**src/rtl/vlmq_pkg.sv**
```systemverilog
`timescale 1ns / 1ps
package vlmq_pkg;

    // Ring geometry
    localparam int CAPACITY    = 8192;
    localparam int MAX_MSG     = 2048;
    localparam int HDR_LEN     = 2;
    localparam int MAX_PAYLOAD = MAX_MSG - HDR_LEN;
    localparam int START_LIMIT = CAPACITY - 1 - MAX_MSG;

    // Field and state widths
    localparam int POS_W     = $clog2(CAPACITY);
    localparam int USED_W    = $clog2(CAPACITY) + 1;
    localparam int BYTE_W    = 8;
    localparam int LEN_W     = 12;
    localparam int OUT_LEN_W = 11;
    localparam int CNT_W     = 12;
    localparam int ST_W      = 3;
    localparam int HDR_W     = 2 * BYTE_W;

    // Item modes
    localparam logic MODE_PUSH = 1'b0;
    localparam logic MODE_POP  = 1'b1;

    // Result status codes
    localparam logic [ST_W-1:0] ST_OK      = 3'd0;
    localparam logic [ST_W-1:0] ST_BAD_LEN = 3'd1;
    localparam logic [ST_W-1:0] ST_NO_ROOM = 3'd2;
    localparam logic [ST_W-1:0] ST_EMPTY   = 3'd3;
    localparam logic [ST_W-1:0] ST_DROP    = 3'd4;

    typedef logic [POS_W-1:0] t_pos;

    typedef struct packed {
        logic [ST_W-1:0]      status;
        logic [BYTE_W-1:0]    data_out;
        logic [OUT_LEN_W-1:0] out_len;
        logic                 last;
        logic [CNT_W-1:0]     msg_count;
    } t_res;

    typedef struct packed {
        logic              we;
        t_pos              addr;
        logic [BYTE_W-1:0] wdata;
    } t_mem_req;

    // Next ring position with wrap
    function automatic t_pos pos_inc(input t_pos p);
        t_pos r;
        if (p == t_pos'(CAPACITY - 1)) begin
            r = '0;
        end else begin
            r = p + t_pos'(1);
        end
        return r;
    endfunction

    // A message never starts within MAX_MSG bytes of the ring end
    function automatic t_pos start_pos(input t_pos p);
        t_pos r;
        if (p > t_pos'(START_LIMIT)) begin
            r = '0;
        end else begin
            r = p;
        end
        return r;
    endfunction

endpackage

```
**src/rtl/vlmq_in_if.sv**
```systemverilog
`timescale 1ns / 1ps
interface vlmq_in_if;
    import vlmq_pkg::*;

    logic              valid;
    logic              ready;
    logic              mode;
    logic [BYTE_W-1:0] data_byte;
    logic [LEN_W-1:0]  msg_len;

    modport source (output valid, output mode, output data_byte, output msg_len, input ready);
    modport sink   (input valid, input mode, input data_byte, input msg_len, output ready);
endinterface

```
**src/rtl/vlmq_ctrl.sv**
```systemverilog
`timescale 1ns / 1ps
module vlmq_ctrl (
    input  logic                           i_clk,
    input  logic                           i_rst_n,
    vlmq_in_if.sink                        i_in,
    input  logic                           i_take,
    output vlmq_pkg::t_res                 o_res,
    output logic                           o_res_pend,
    output vlmq_pkg::t_mem_req             o_mem,
    input  logic [vlmq_pkg::BYTE_W-1:0]    i_rdata
);
    import vlmq_pkg::*;

    localparam logic [2:0] S_IDLE = 3'd0;
    localparam logic [2:0] S_H1   = 3'd1;  // header high byte
    localparam logic [2:0] S_H2   = 3'd2;  // first payload byte
    localparam logic [2:0] S_R0   = 3'd3;  // header low byte back
    localparam logic [2:0] S_R1   = 3'd4;  // header high byte back
    localparam logic [2:0] S_RD   = 3'd5;  // payload byte back

    logic [2:0]           r_state, n_state;
    t_pos                 r_wp, n_wp;
    t_pos                 r_rp, n_rp;
    t_pos                 r_addr, n_addr;
    logic [USED_W-1:0]    r_used, n_used;
    logic [CNT_W-1:0]     r_count, n_count;
    logic [LEN_W-1:0]     r_push_rem, n_push_rem;
    logic                 r_push_drop, n_push_drop;
    logic [OUT_LEN_W-1:0] r_pop_rem, n_pop_rem;
    logic [OUT_LEN_W-1:0] r_pop_len, n_pop_len;
    logic [BYTE_W-1:0]    r_byte, n_byte;
    logic [LEN_W-1:0]     r_len, n_len;
    logic [BYTE_W-1:0]    r_lo, n_lo;
    t_res                 r_res, n_res;
    logic                 r_res_pend, n_res_pend;

    logic                 w_acc;
    logic                 w_bad_len;
    logic                 w_no_room;
    logic [HDR_W-1:0]     w_hdr;
    logic [OUT_LEN_W-1:0] w_hdr_len;
    logic [USED_W-1:0]    w_rel;
    t_pos                 w_wstart;
    t_pos                 w_rstart;

    assign i_in.ready = (r_state == S_IDLE) && (!r_res_pend || i_take);
    assign w_acc      = i_in.valid && i_in.ready;

    assign w_bad_len = (i_in.msg_len == '0) || (i_in.msg_len > LEN_W'(MAX_PAYLOAD));
    assign w_no_room = ({1'b0, r_used} + (USED_W+1)'(2 * MAX_MSG)) > (USED_W+1)'(CAPACITY);
    assign w_wstart  = start_pos(r_wp);
    assign w_rstart  = start_pos(r_rp);
    assign w_rel     = USED_W'(HDR_LEN) + USED_W'(r_pop_len);

    // Stored header clamped to a legal length
    assign w_hdr = {i_rdata, r_lo};
    always_comb begin
        if (w_hdr == '0) begin
            w_hdr_len = OUT_LEN_W'(1);
        end else if (w_hdr > HDR_W'(MAX_PAYLOAD)) begin
            w_hdr_len = OUT_LEN_W'(MAX_PAYLOAD);
        end else begin
            w_hdr_len = w_hdr[OUT_LEN_W-1:0];
        end
    end

    always_comb begin
        n_state     = r_state;
        n_wp        = r_wp;
        n_rp        = r_rp;
        n_addr      = r_addr;
        n_used      = r_used;
        n_count     = r_count;
        n_push_rem  = r_push_rem;
        n_push_drop = r_push_drop;
        n_pop_rem   = r_pop_rem;
        n_pop_len   = r_pop_len;
        n_byte      = r_byte;
        n_len       = r_len;
        n_lo        = r_lo;
        n_res       = r_res;
        n_res_pend  = r_res_pend && !i_take;
        o_mem       = '0;

        unique case (r_state)
            S_IDLE: begin
                if (w_acc) begin
                    n_byte = i_in.data_byte;
                    n_len  = i_in.msg_len;
                    n_res  = '0;
                    if (i_in.mode == MODE_PUSH) begin
                        if (r_push_rem != '0) begin
                            if (r_push_drop) begin
                                n_res.status = ST_DROP;
                            end else begin
                                o_mem.we     = 1'b1;
                                o_mem.addr   = r_wp;
                                o_mem.wdata  = i_in.data_byte;
                                n_wp         = pos_inc(r_wp);
                                n_res.status = ST_OK;
                            end
                            n_push_rem = r_push_rem - LEN_W'(1);
                            if (r_push_rem == LEN_W'(1)) begin
                                n_res.last  = 1'b1;
                                n_push_drop = 1'b0;
                                if (!r_push_drop) begin
                                    n_count = r_count + CNT_W'(1);
                                end
                            end
                            n_res.msg_count = n_count;
                            n_res_pend      = 1'b1;
                        end else if (w_bad_len || w_no_room) begin
                            n_res.status    = w_bad_len ? ST_BAD_LEN : ST_NO_ROOM;
                            n_push_rem      = (i_in.msg_len == '0) ? '0
                                            : i_in.msg_len - LEN_W'(1);
                            n_push_drop     = i_in.msg_len > LEN_W'(1);
                            n_res.last      = i_in.msg_len == LEN_W'(1);
                            n_res.msg_count = r_count;
                            n_res_pend      = 1'b1;
                        end else begin
                            o_mem.we    = 1'b1;
                            o_mem.addr  = w_wstart;
                            o_mem.wdata = i_in.msg_len[BYTE_W-1:0];
                            n_addr      = pos_inc(w_wstart);
                            n_used      = r_used + USED_W'(HDR_LEN) + USED_W'(i_in.msg_len);
                            n_push_rem  = i_in.msg_len - LEN_W'(1);
                            n_push_drop = 1'b0;
                            if (i_in.msg_len == LEN_W'(1)) begin
                                n_count = r_count + CNT_W'(1);
                            end
                            n_state = S_H1;
                        end
                    end else begin
                        if (r_pop_rem == '0) begin
                            if (r_count == '0) begin
                                n_res.status    = ST_EMPTY;
                                n_res.msg_count = r_count;
                                n_res_pend      = 1'b1;
                            end else begin
                                o_mem.addr = w_rstart;
                                n_addr     = pos_inc(w_rstart);
                                n_state    = S_R0;
                            end
                        end else begin
                            o_mem.addr = r_rp;
                            n_state    = S_RD;
                        end
                    end
                end
            end
            S_H1: begin
                o_mem.we    = 1'b1;
                o_mem.addr  = r_addr;
                o_mem.wdata = BYTE_W'(r_len >> BYTE_W);
                n_addr      = pos_inc(r_addr);
                n_state     = S_H2;
            end
            S_H2: begin
                o_mem.we        = 1'b1;
                o_mem.addr      = r_addr;
                o_mem.wdata     = r_byte;
                n_wp            = pos_inc(r_addr);
                n_res           = '0;
                n_res.status    = ST_OK;
                n_res.last      = r_push_rem == '0;
                n_res.msg_count = r_count;
                n_res_pend      = 1'b1;
                n_state         = S_IDLE;
            end
            S_R0: begin
                n_lo       = i_rdata;
                o_mem.addr = r_addr;
                n_addr     = pos_inc(r_addr);
                n_state    = S_R1;
            end
            S_R1: begin
                n_pop_len  = w_hdr_len;
                n_pop_rem  = w_hdr_len;
                o_mem.addr = r_addr;
                n_rp       = r_addr;
                n_state    = S_RD;
            end
            S_RD: begin
                n_res          = '0;
                n_res.status   = ST_OK;
                n_res.data_out = i_rdata;
                n_res.out_len  = r_pop_len;
                n_rp           = pos_inc(r_rp);
                n_pop_rem      = r_pop_rem - OUT_LEN_W'(1);
                if (r_pop_rem == OUT_LEN_W'(1)) begin
                    n_res.last = 1'b1;
                    n_used     = (r_used >= w_rel) ? r_used - w_rel : '0;
                    if (r_count != '0) begin
                        n_count = r_count - CNT_W'(1);
                    end
                end
                n_res.msg_count = n_count;
                n_res_pend      = 1'b1;
                n_state         = S_IDLE;
            end
            default: begin
                n_state = S_IDLE;
            end
        endcase
    end

    always_ff @(posedge i_clk) begin
        if (!i_rst_n) begin
            r_state     <= S_IDLE;
            r_wp        <= '0;
            r_rp        <= '0;
            r_used      <= '0;
            r_count     <= '0;
            r_push_rem  <= '0;
            r_push_drop <= 1'b0;
            r_pop_rem   <= '0;
            r_pop_len   <= '0;
            r_res_pend  <= 1'b0;
        end else begin
            r_state     <= n_state;
            r_wp        <= n_wp;
            r_rp        <= n_rp;
            r_used      <= n_used;
            r_count     <= n_count;
            r_push_rem  <= n_push_rem;
            r_push_drop <= n_push_drop;
            r_pop_rem   <= n_pop_rem;
            r_pop_len   <= n_pop_len;
            r_res_pend  <= n_res_pend;
        end
    end

    always_ff @(posedge i_clk) begin
        r_addr <= n_addr;
        r_byte <= n_byte;
        r_len  <= n_len;
        r_lo   <= n_lo;
        r_res  <= n_res;
    end

    assign o_res      = r_res;
    assign o_res_pend = r_res_pend;

    // A held result is never overwritten before it is taken
    a_res_hold: assert property (@(posedge i_clk) disable iff (!i_rst_n)
        (r_res_pend && !i_take) |=> (r_res_pend && $stable(r_res)))
        else $error("pending result overwritten");

    // Pop sequence never writes the ring
    a_pop_no_write: assert property (@(posedge i_clk) disable iff (!i_rst_n)
        (r_state == S_R0 || r_state == S_R1 || r_state == S_RD) |-> !o_mem.we)
        else $error("ring write during pop");

    a_drop_rem: assert property (@(posedge i_clk) disable iff (!i_rst_n)
        r_push_drop |-> (r_push_rem != '0))
        else $error("drop flag without bytes left");

    a_pop_rem: assert property (@(posedge i_clk) disable iff (!i_rst_n)
        r_pop_rem <= r_pop_len)
        else $error("pop count beyond message length");

    a_used: assert property (@(posedge i_clk) disable iff (!i_rst_n)
        r_used <= USED_W'(CAPACITY))
        else $error("ring overfilled");
endmodule

```
**src/flat_wrapper.sv**
```systemverilog
// flat-port wrapper written by rule: the top's interface ports become plain ports
module vlmq_ctrl_flat import vlmq_pkg::*;
  (i_clk, i_rst_n, i_take, o_res, o_res_pend, o_mem, i_rdata, i_in_valid, i_in_mode, i_in_data_byte, i_in_msg_len, i_in_ready);
  vlmq_in_if i_in_i ();
  input  logic i_clk;
  input  logic i_rst_n;
  input  logic i_take;
  output vlmq_pkg::t_res o_res;
  output logic o_res_pend;
  output vlmq_pkg::t_mem_req o_mem;
  input  logic [vlmq_pkg::BYTE_W-1:0] i_rdata;
  input wire logic [$bits(i_in_i.valid)-1:0] i_in_valid;
  input wire logic [$bits(i_in_i.mode)-1:0] i_in_mode;
  input wire logic [$bits(i_in_i.data_byte)-1:0] i_in_data_byte;
  input wire logic [$bits(i_in_i.msg_len)-1:0] i_in_msg_len;
  output wire logic [$bits(i_in_i.ready)-1:0] i_in_ready;
  assign i_in_i.valid = i_in_valid;
  assign i_in_i.mode = i_in_mode;
  assign i_in_i.data_byte = i_in_data_byte;
  assign i_in_i.msg_len = i_in_msg_len;
  assign i_in_ready = i_in_i.ready;
  vlmq_ctrl u_core (.i_clk(i_clk), .i_rst_n(i_rst_n), .i_in(i_in_i), .i_take(i_take), .o_res(o_res), .o_res_pend(o_res_pend), .o_mem(o_mem), .i_rdata(i_rdata));
endmodule
```
**config.mk**
```make
export PLATFORM = sky130hd
export DESIGN_NAME = vlmq_ctrl_flat
export DESIGN_NICKNAME = d
export VERILOG_FILES = /design/src/rtl/vlmq_pkg.sv /design/src/rtl/vlmq_in_if.sv /design/src/rtl/vlmq_ctrl.sv /design/src/flat_wrapper.sv
export SDC_FILE = /design/constraint.sdc
export NUM_CORES = 1
export LEC_CHECK = 0
export BUFFER_PORTS_ARGS = -buffer_cell sky130_fd_sc_hd__buf_2
export CAP_MARGIN = 20
export CELL_PAD_IN_SITES_DETAIL_PLACEMENT = 2
export CELL_PAD_IN_SITES_GLOBAL_PLACEMENT = 2
export CORE_ASPECT_RATIO = 0.7
export CORE_MARGIN = 10
export CORE_UTILIZATION = 37
export DETAILED_ROUTE_END_ITERATION = 16
export PLACE_DENSITY_LB_ADDON = 0.1
export SKIP_CTS_REPAIR_TIMING = 1
export SLEW_MARGIN = 25
export SYNTH_ARGS = -nofsm -noshare
export SYNTH_HDL_FRONTEND = slang
export SYNTH_SLANG_ARGS = --single-unit
```
**constraint.sdc**
```tcl
create_clock -name i_clk -period 4.34 [get_ports i_clk]
set_clock_uncertainty 0.05 [all_clocks]
set_input_delay 0.868 -clock i_clk [delete_from_list [all_inputs] [get_ports i_clk]]
set_output_delay 0.868 -clock i_clk [all_outputs]
set_load 0.03 [all_outputs]
```
# Yosys cells after proc, flatten, opt, wreduce, memory -nomap -nowiden
# Cells that the tools add are included.
# Widths: inputs -> output; s select.
[word_totals]
regBits = 167
in_bits = 33
output_inout_bits = 59
elab_cells = 193
[classes]
addsub = 15
magnitude_cmp = 7
eq_ne = 28
mux = 89
bitwise_logic = 1
n_reduce_logical = 34
[op_table]
columns = ["op", "n"]
rows = [
  ["$mux 13", 22],
  ["$mux 12", 15],
  ["$pmux 35 s3", 1],
  ["$pmux 13 s2", 4],
  ["$mux 22", 4],
  ["$mux 14", 6],
  ["$add 13x1->13 const B", 5],
  ["$eq 13x13->1 const B", 5],
  ["$logic_not 12->1", 3],
  ["$sub 12x1->12 const B", 3],
  ["$mux 35", 1],
  ["$mux 3", 11],
  ["$pmux 14 s2", 1],
  ["$gt 13x13->1 const B", 2],
  ["$eq 12x1->1 const B", 2],
  ["$pmux 12 s2", 1],
  ["$pmux 8 s3", 1],
  ["$reduce_bool 12->1", 2],
  ["$mux 11", 2],
  ["$pmux 11 s2", 1],
  ["$ne 3x3->1 const B", 6],
  ["$gt 16x11->1 const B", 1],
  ["$logic_not 16->1", 1],
  ["$add 14x13->15 const B", 1],
  ["37 further kinds", 73],
]

# Longest topological paths before layout
# Gate-level depths: netlist (run 1).
[depth]
depth_word = 9
depth_mapped = 14

# Least setup slack after synthesis (run 1)
# OpenSTA, ideal clock, no wires.
[synth_path]
path_type = "register to output"
from = "register u_core.r_push_rem[0]"
to = "output port o_mem[5] in the netlist's numbering"
arrival_time_ns = 2.974
slack_ns = 0.448
stages_incl_launch_ff = 12
path_buffers = 3
path_cell_list = "dfxtp_1 inv_1 ha_1 or3b_2 clkbuf_1 or3_4 a21oi_4 and2_1 buf_4 buf_4 a22oi_1 o21ai_0"
[synth_lines]
columns = ["element", "line", "rtl"]
rows = [
  ["start, declared", "vlmq_ctrl.sv:27", "logic [LEN_W-1:0] r_push_rem, n_push_rem;"],
  ["start signal, assigned", "vlmq_ctrl.sv:225", "r_push_rem <= n_push_rem;"],
  ["end, declared", "flat_wrapper.sv:10", "output vlmq_pkg::t_mem_req o_mem;"],
]

==> results of run 1 <==
sequential cells by signal (all words and copies together) (netlist names):
name / flops
u_core.r_state: 3
u_core.r_used: 14
u_core.r_pop_len: 11
u_core.r_lo: 8
u_core.r_wp: 13
u_core.r_pop_rem: 11
u_core.r_push_drop: 1
u_core.r_byte: 8
u_core.r_addr: 13
u_core.o_res: 35
u_core.r_len: 4
u_core.r_count: 12
u_core.o_res_pend: 1
u_core.r_push_rem: 12
u_core.r_rp: 13
power by group through the flow:
stage	combinational (mW)	sequential, mW	clock [mW]
3_5_place_dp	5.55	2.48	0
4_1_cts	5.62	2.45	1.64
5_1_grt	6.25	2.52	1.70
3_3_place_gp	5.40	2.45	0
2_1_floorplan	3.46	2.67	0
6_report	5.76	2.46	1.61
cell usage in the layout, fill, tap and decap left out, types with 12 or more instances in the layout:
| cell type | n |
|---|---|
| o21a_1 | 17 |
| xnor2_1 | 42 |
| buf_2 | 89 |
| buf_4 | 48 |
| clkbuf_16 | 17 |
| and3_1 | 20 |
| nor2_1 | 136 |
| and2_1 | 30 |
| a21oi_1 | 108 |
| edfxtp_1 | 68 |
| nand2_1 | 123 |
| dfxtp_1 | 91 |
| nand3_1 | 45 |
| nor3_1 | 38 |
| o21ai_0 | 89 |
| nand4_1 | 22 |
| a31oi_1 | 12 |
| a22oi_1 | 28 |
| xor2_1 | 35 |
| a211oi_1 | 14 |
| inv_1 | 47 |
| ha_1 | 53 |
| o221ai_1 | 21 |
cell families (layout without fill, tap and decap cells):
kind of cell / count (synthesis) / count (layout)
muxes: 5 / 5
and+or+nand+nor: 502 / 502
xor gates and xnor gates: 77 / 77
AOI/OAI and AO/OA: 408 / 408
adders and majority gates: 55 / 55
buffers and inverters: 129 / 220
DFF: 159 / 159
worst max-delay path: cells and delay by family, from the launching register on:
kind,cells,cell delay [ps]
AND/OR/NAND/NOR,3,1080
AO/OA/AOI/OAI,2,700
buffers and inverters,3,470
flip-flops,1,310
adder cells (fa/ha/maj),1,270
how the worst max path moves through the flow:
stage | start | to | slack, ps | depth (start not counted)
CTS | u_core.r_push_rem[0] | o_mem[12] | -330 | 11
floorplan | u_core.r_push_rem[0] | o_mem[5] | 450 | 11
finish | u_core.r_count[0] | o_mem[19] | 160 | 9
global placement | i_in_msg_len[0] | o_mem[11] | 330 | 13
global route | u_core.r_push_rem[0] | o_mem[14] | -10 | 12
detailed placement | i_in_msg_len[0] | o_mem[12] | 170 | 13
layout make-up:
class                      count  area (um2)
clock inverter                15         183
multi-input combinational   1047        6710
sequential                   159        3860
inverter                      49         184
fill                        3297       16500
tap                          378         473
timing repair buffer         139         846
clock buffer                  17         425
metal layers:
metal | share of wire | vias up | track usage
met5 | 0 | - | 0
met4 | 0.013 | 0 | 0.0538
met3 | 0.049 | 34 | 0.0416
met2 | 0.45 | 269 | 0.384
met1 | 0.49 | 5638 | 0.342
li1 | - | 5110 | -
stage by stage:
step                      std cells  cell area (um2)  setup TNS [ps]  power, mW
final                          1804            12700               0       9.83
after global routing           1804            12700           -27.1       10.5
after CTS                      1801            12600           -3720       9.72
after detailed placement       1769            12000               0       8.03
after global placement         1769            12000               0       7.85
after floorplan                1335            11100               0       6.13
==> out/summary.txt, run 1 <==
status = completed
NetSw = 5.10 mW
area of the mapped netlist = 11,100 um2
syn_nets = 1,423
Critical R2R Capture = u_core.r_used[12]
clock buffer count from CTS = 17
Starting Density = 0.379
drt initial violations = 816
Primary FF master, synth = dfxtp_1
DRT Pass-1 Iters = 5
Slew @ Worst Pin = 915 ps
Slowest Stage Delay on Critical Path = 460 ps
Area contributors post-synth = edfxtp_1 18%, dfxtp_1 16%, ha_1 6.0%
FP Rows = 52
clk root buf = clkbuf_16
pre-CTS setup slack = 166 ps
R2R depth = 13
post-synth top area share = 0.185
leakage = 4.85 nW
Simple-Gate Fraction of Synth Area = 0.227
Req. time, crit path = 3420 ps
CTS H-tree depth = 4
vias = 11,100
Via density = 6.13
Flop pwr share = 0.250
Synth Area in XOR/XNOR = 0.0610
type of origin of the critical path = flop
Final ANT Viol Nets = 0
worst-path cell chain = buf_4, inv_1, ha_1, nor4b_1, nand4_1, a21o_1, and3_1, a221o_1, buf_2
Synth Area in Compound Gates = 0.247
first-pass GRT wire length = 70,200 um
largest family of logic cells by synthesized area = compound AO/OA/AOI/OAI gates
Min-Delay Path Class = flop to flop
clock sinks = 159
Logic pwr share = 0.586
Pins Over Slew Limit = 0
R2R Setup Slk = 790 ps
I/O Pins = 92
Async SR Flop Fraction = 0
largest net degree at the start of global routing = 36
routed length per placed instance = 24.9 um
Sw Ratio = 0.518
WHS = 454 ps
vias in the first global route = 11,600
min Tclk post-route = 4180 ps
PwrDens = 775 nW/um2
post-synthesis adder-cell area fraction = 0.0636
fin worst setup slack = 155 ps
Peak VDD IR = 0.367 mV
hpwl dp = 33,400 um
Hold Startpoint = u_core.r_push_rem[7]
clk_lat worst skew = 470 ps
core area = 29,200 um2
Synth area leader = edfxtp_1
Hold Path Depth = 2
CTS tree = done
fmax = 0.239 GHz
most frequent cells after synthesis = 138 x nor2_1, 124 x nand2_1, 108 x a21oi_1
ant diodes = 0
multiplexer share of the synthesized area = 0.00475
Final Cycle Share = 0.964
CTS Buffer Depth = 2
Max Cap Viol = 0
clock network power share = 0.164
CP Max Fanout = 13
grt ovf = 0
DRC = 0
layout cells sized above 1 = 0.151
Clk pin slew, worst setup/hold paths = 70 ps
Post-layout nets = 1,501
final setup violation count = 0
Ys Warns = 0
register area share after synthesis = 0.349
slowest CP cell = nor4b_1
Slew headroom = 0.387
initial antenna violation count = 1
Die Ht = 165 um
synthesis-to-layout area growth = 14.6%
Post-Route WL = 45,000 um
die width = 227 um
Post-synth EDFFs = 68
post-layout util = 0.434
crit path kind = flop to output port
Critical R2R Launch = u_core.r_pop_len[3]
Final Hold Fails = 0
syn_area_per_cell = 8.29 um2
post-synthesis cell type count = 86
Crit. End Element = output port
Cell Int Power = 4.74 mW
total track usage = 0.244
Mapped Cells = 1,335
most common cell in the netlist = nor2_1
die area = 37,300 um2
WP data arrival = 3270 ps
number of synthesized register bits = 159
GP Congestion = 0.878
WHS Endpoint = u_core.r_push_rem[7]
IO buf count = 91
Note: power is estimated with default switching activity, not from simulation.
==> inputs of run 2 (changes only) <==
- RECOVER_POWER: unset -> 50
==> out/summary.txt, run 2 (synthesis gave the netlist of run 1 again) <==
Min-Delay Path Class = flop to flop
hpwl dp = 33,400 um (unchanged)
initial antenna violation count = 1 (unchanged)
FP Rows = 52 (unchanged)
min Tclk post-route = 4180 ps (-1.83 ps)
drt initial violations = 817 (+0.12%)
Starting Density = 0.379 (unchanged)
WHS = 457 ps (+2.33 ps)
clk root buf = clkbuf_16
max FFs per register = 35 (unchanged)
Peak VDD IR = 0.367 mV (about the same)
CP Max Fanout = 7 (-6)
synthesis-to-layout area growth = 13.7%
commonest non-fill, non-tap cell in the layout = nor2_1
Max Cap Viol = 1 (+1)
die area = 37,300 um2 (unchanged)
leakage = 4.64 nW (-4.4%)
DRT Pass-1 Iters = 6 (+1)
Slew headroom = -0.0375 (-0.425)
IO buf count = 91 (unchanged)
Final ANT Viol Nets = 0 (unchanged)
largest net degree at the start of global routing = 36 (unchanged)
DRC = 0 (unchanged)
placement-stage cell area = 12,000 um2 (unchanged)
failing checks = max-capacitance violations, max-slew violations
WP data arrival = 3260 ps (about the same)
layout cells sized above 1 = 0.104 (-0.0463)
crit path kind = flop to output port
type of origin of the critical path = flop
Final Hold Fails = 0 (unchanged)
die width = 227 um (unchanged)
clock sinks = 159 (unchanged)
Via density = 6.10 (-0.37%)
R2R depth = 7 (-6)
Die Ht = 165 um (unchanged)
Slew @ Worst Pin = 1550 ps (+638 ps)
Clk pin slew, worst setup/hold paths = 70 ps (about the same)
Final Cell Area = 12,600 um2 (-0.83%)
Final Cycle Share = 0.964 (about the same)
I/O Pins = 92 (unchanged)
core area = 29,200 um2 (unchanged)
vias = 11,000 (-0.32%)
post-route insts no fill = 1,805 (+0.055%)
Cells after DPL = 1,769 (unchanged)
Critical R2R Capture = u_core.o_res[10]
clk_lat worst skew = 460 ps (about the same)
CTS H-tree depth = 4 (unchanged)
final setup violation count = 0 (unchanged)
filler cell count in the final layout = 3,332 (+1.1%)
CTS Buffer Depth = 2 (unchanged)
Post-Route WL = 45,100 um (+0.21%)
fmax = 0.239 GHz (about the same)
grt ovf = 0 (unchanged)
Pins Over Slew Limit = 23 (+23)
routed length per placed instance = 25.0 um (+0.15%)
total track usage = 0.244 (unchanged)
most frequent cells in the layout = 136 x nor2_1, 123 x nand2_1, 108 x a21oi_1
Hold Path Depth = 2 (unchanged)
Crit. End Element = output port
vias in the first global route = 11,600 (unchanged)
Req. time, crit path = 3420 ps (about the same)
CTS tree = done
R2R Setup Slk = 560 ps (-230 ps)
Hold Startpoint = u_core.r_push_rem[7]
post-layout util = 0.431 (-0.00360)
GP Congestion = 0.878 (unchanged)
WHS Endpoint = u_core.r_push_rem[7]
Critical R2R Launch = u_core.r_state[2]
clock buffer count from CTS = 17 (unchanged)
status = finished, violations left
first-pass GRT wire length = 70,200 um (unchanged)
Post-layout nets = 1,501 (unchanged)
PwrDens = 777 nW/um2 (+0.21%)
[run 2: layout make-up]
cell class	instances	area, um2	share of cell area
multi-input cells	1047	6700	0.533
clock buffers	17	425	0.0338
flip-flops and latches	159	3860	0.307
repair buffers	139	746	0.0593
well taps	378	473	0.0376
clock inverters	15	183	0.0145
diodes	1	2.50	0.000199
inverters	49	184	0.0146
[run 2: worst max path at each step]
stage	start	to	slack, ps	cells past startpoint
4_1_cts	u_core.r_push_rem[0]	o_mem[12]	-330	11
6_report	u_core.r_push_rem[4]	o_mem[11]	160	10
2_1_floorplan	u_core.r_push_rem[0]	o_mem[5]	450	11
3_5_place_dp	i_in_msg_len[0]	o_mem[12]	170	13
3_3_place_gp	i_in_msg_len[0]	o_mem[11]	330	13
5_1_grt	u_core.r_push_rem[0]	o_mem[14]	-10	12
[run 2: power by group]
part | leakage, nW | internal (mW) | switching (mW)
clock | 0.300 | 0.832 | 0.778
combinational | 2.94 | 1.77 | 3.93
sequential | 1.40 | 2.08 | 0.390
total | 4.64 | 4.68 | 5.10
[run 2: routing by layer]
layer | track usage | up-vias | wire length (um)
met5 | 0 | - | 0
met4 | 0.0538 | 0 | 590
met3 | 0.0416 | 34 | 2240
met2 | 0.384 | 253 | 20300
met1 | 0.342 | 5619 | 21900
li1 | - | 5110 | -
[run 2: worst max-delay path, cell delays in order, from the launching register on]
cell and delay, ps:
dfxtp_1 370, or4_1 710, or3_4 470, a21oi_4 190, a31oi_1 120, buf_4 190
nor2_4 130, buf_12 140, a21oi_1 60, o21ai_0 190, buf_2 230
[run 2: through the flow]
stage | total power [mW] | TNS (ps) | worst slack, ps
after floorplan | 6.13 | 0 | 448
after global placement | 7.85 | 0 | 325
after detailed placement | 8.03 | 0 | 166
after CTS | 9.72 | -3720 | -325
after global routing | 10.4 | -27.3 | -12.1
final | 9.77 | 0 | 157
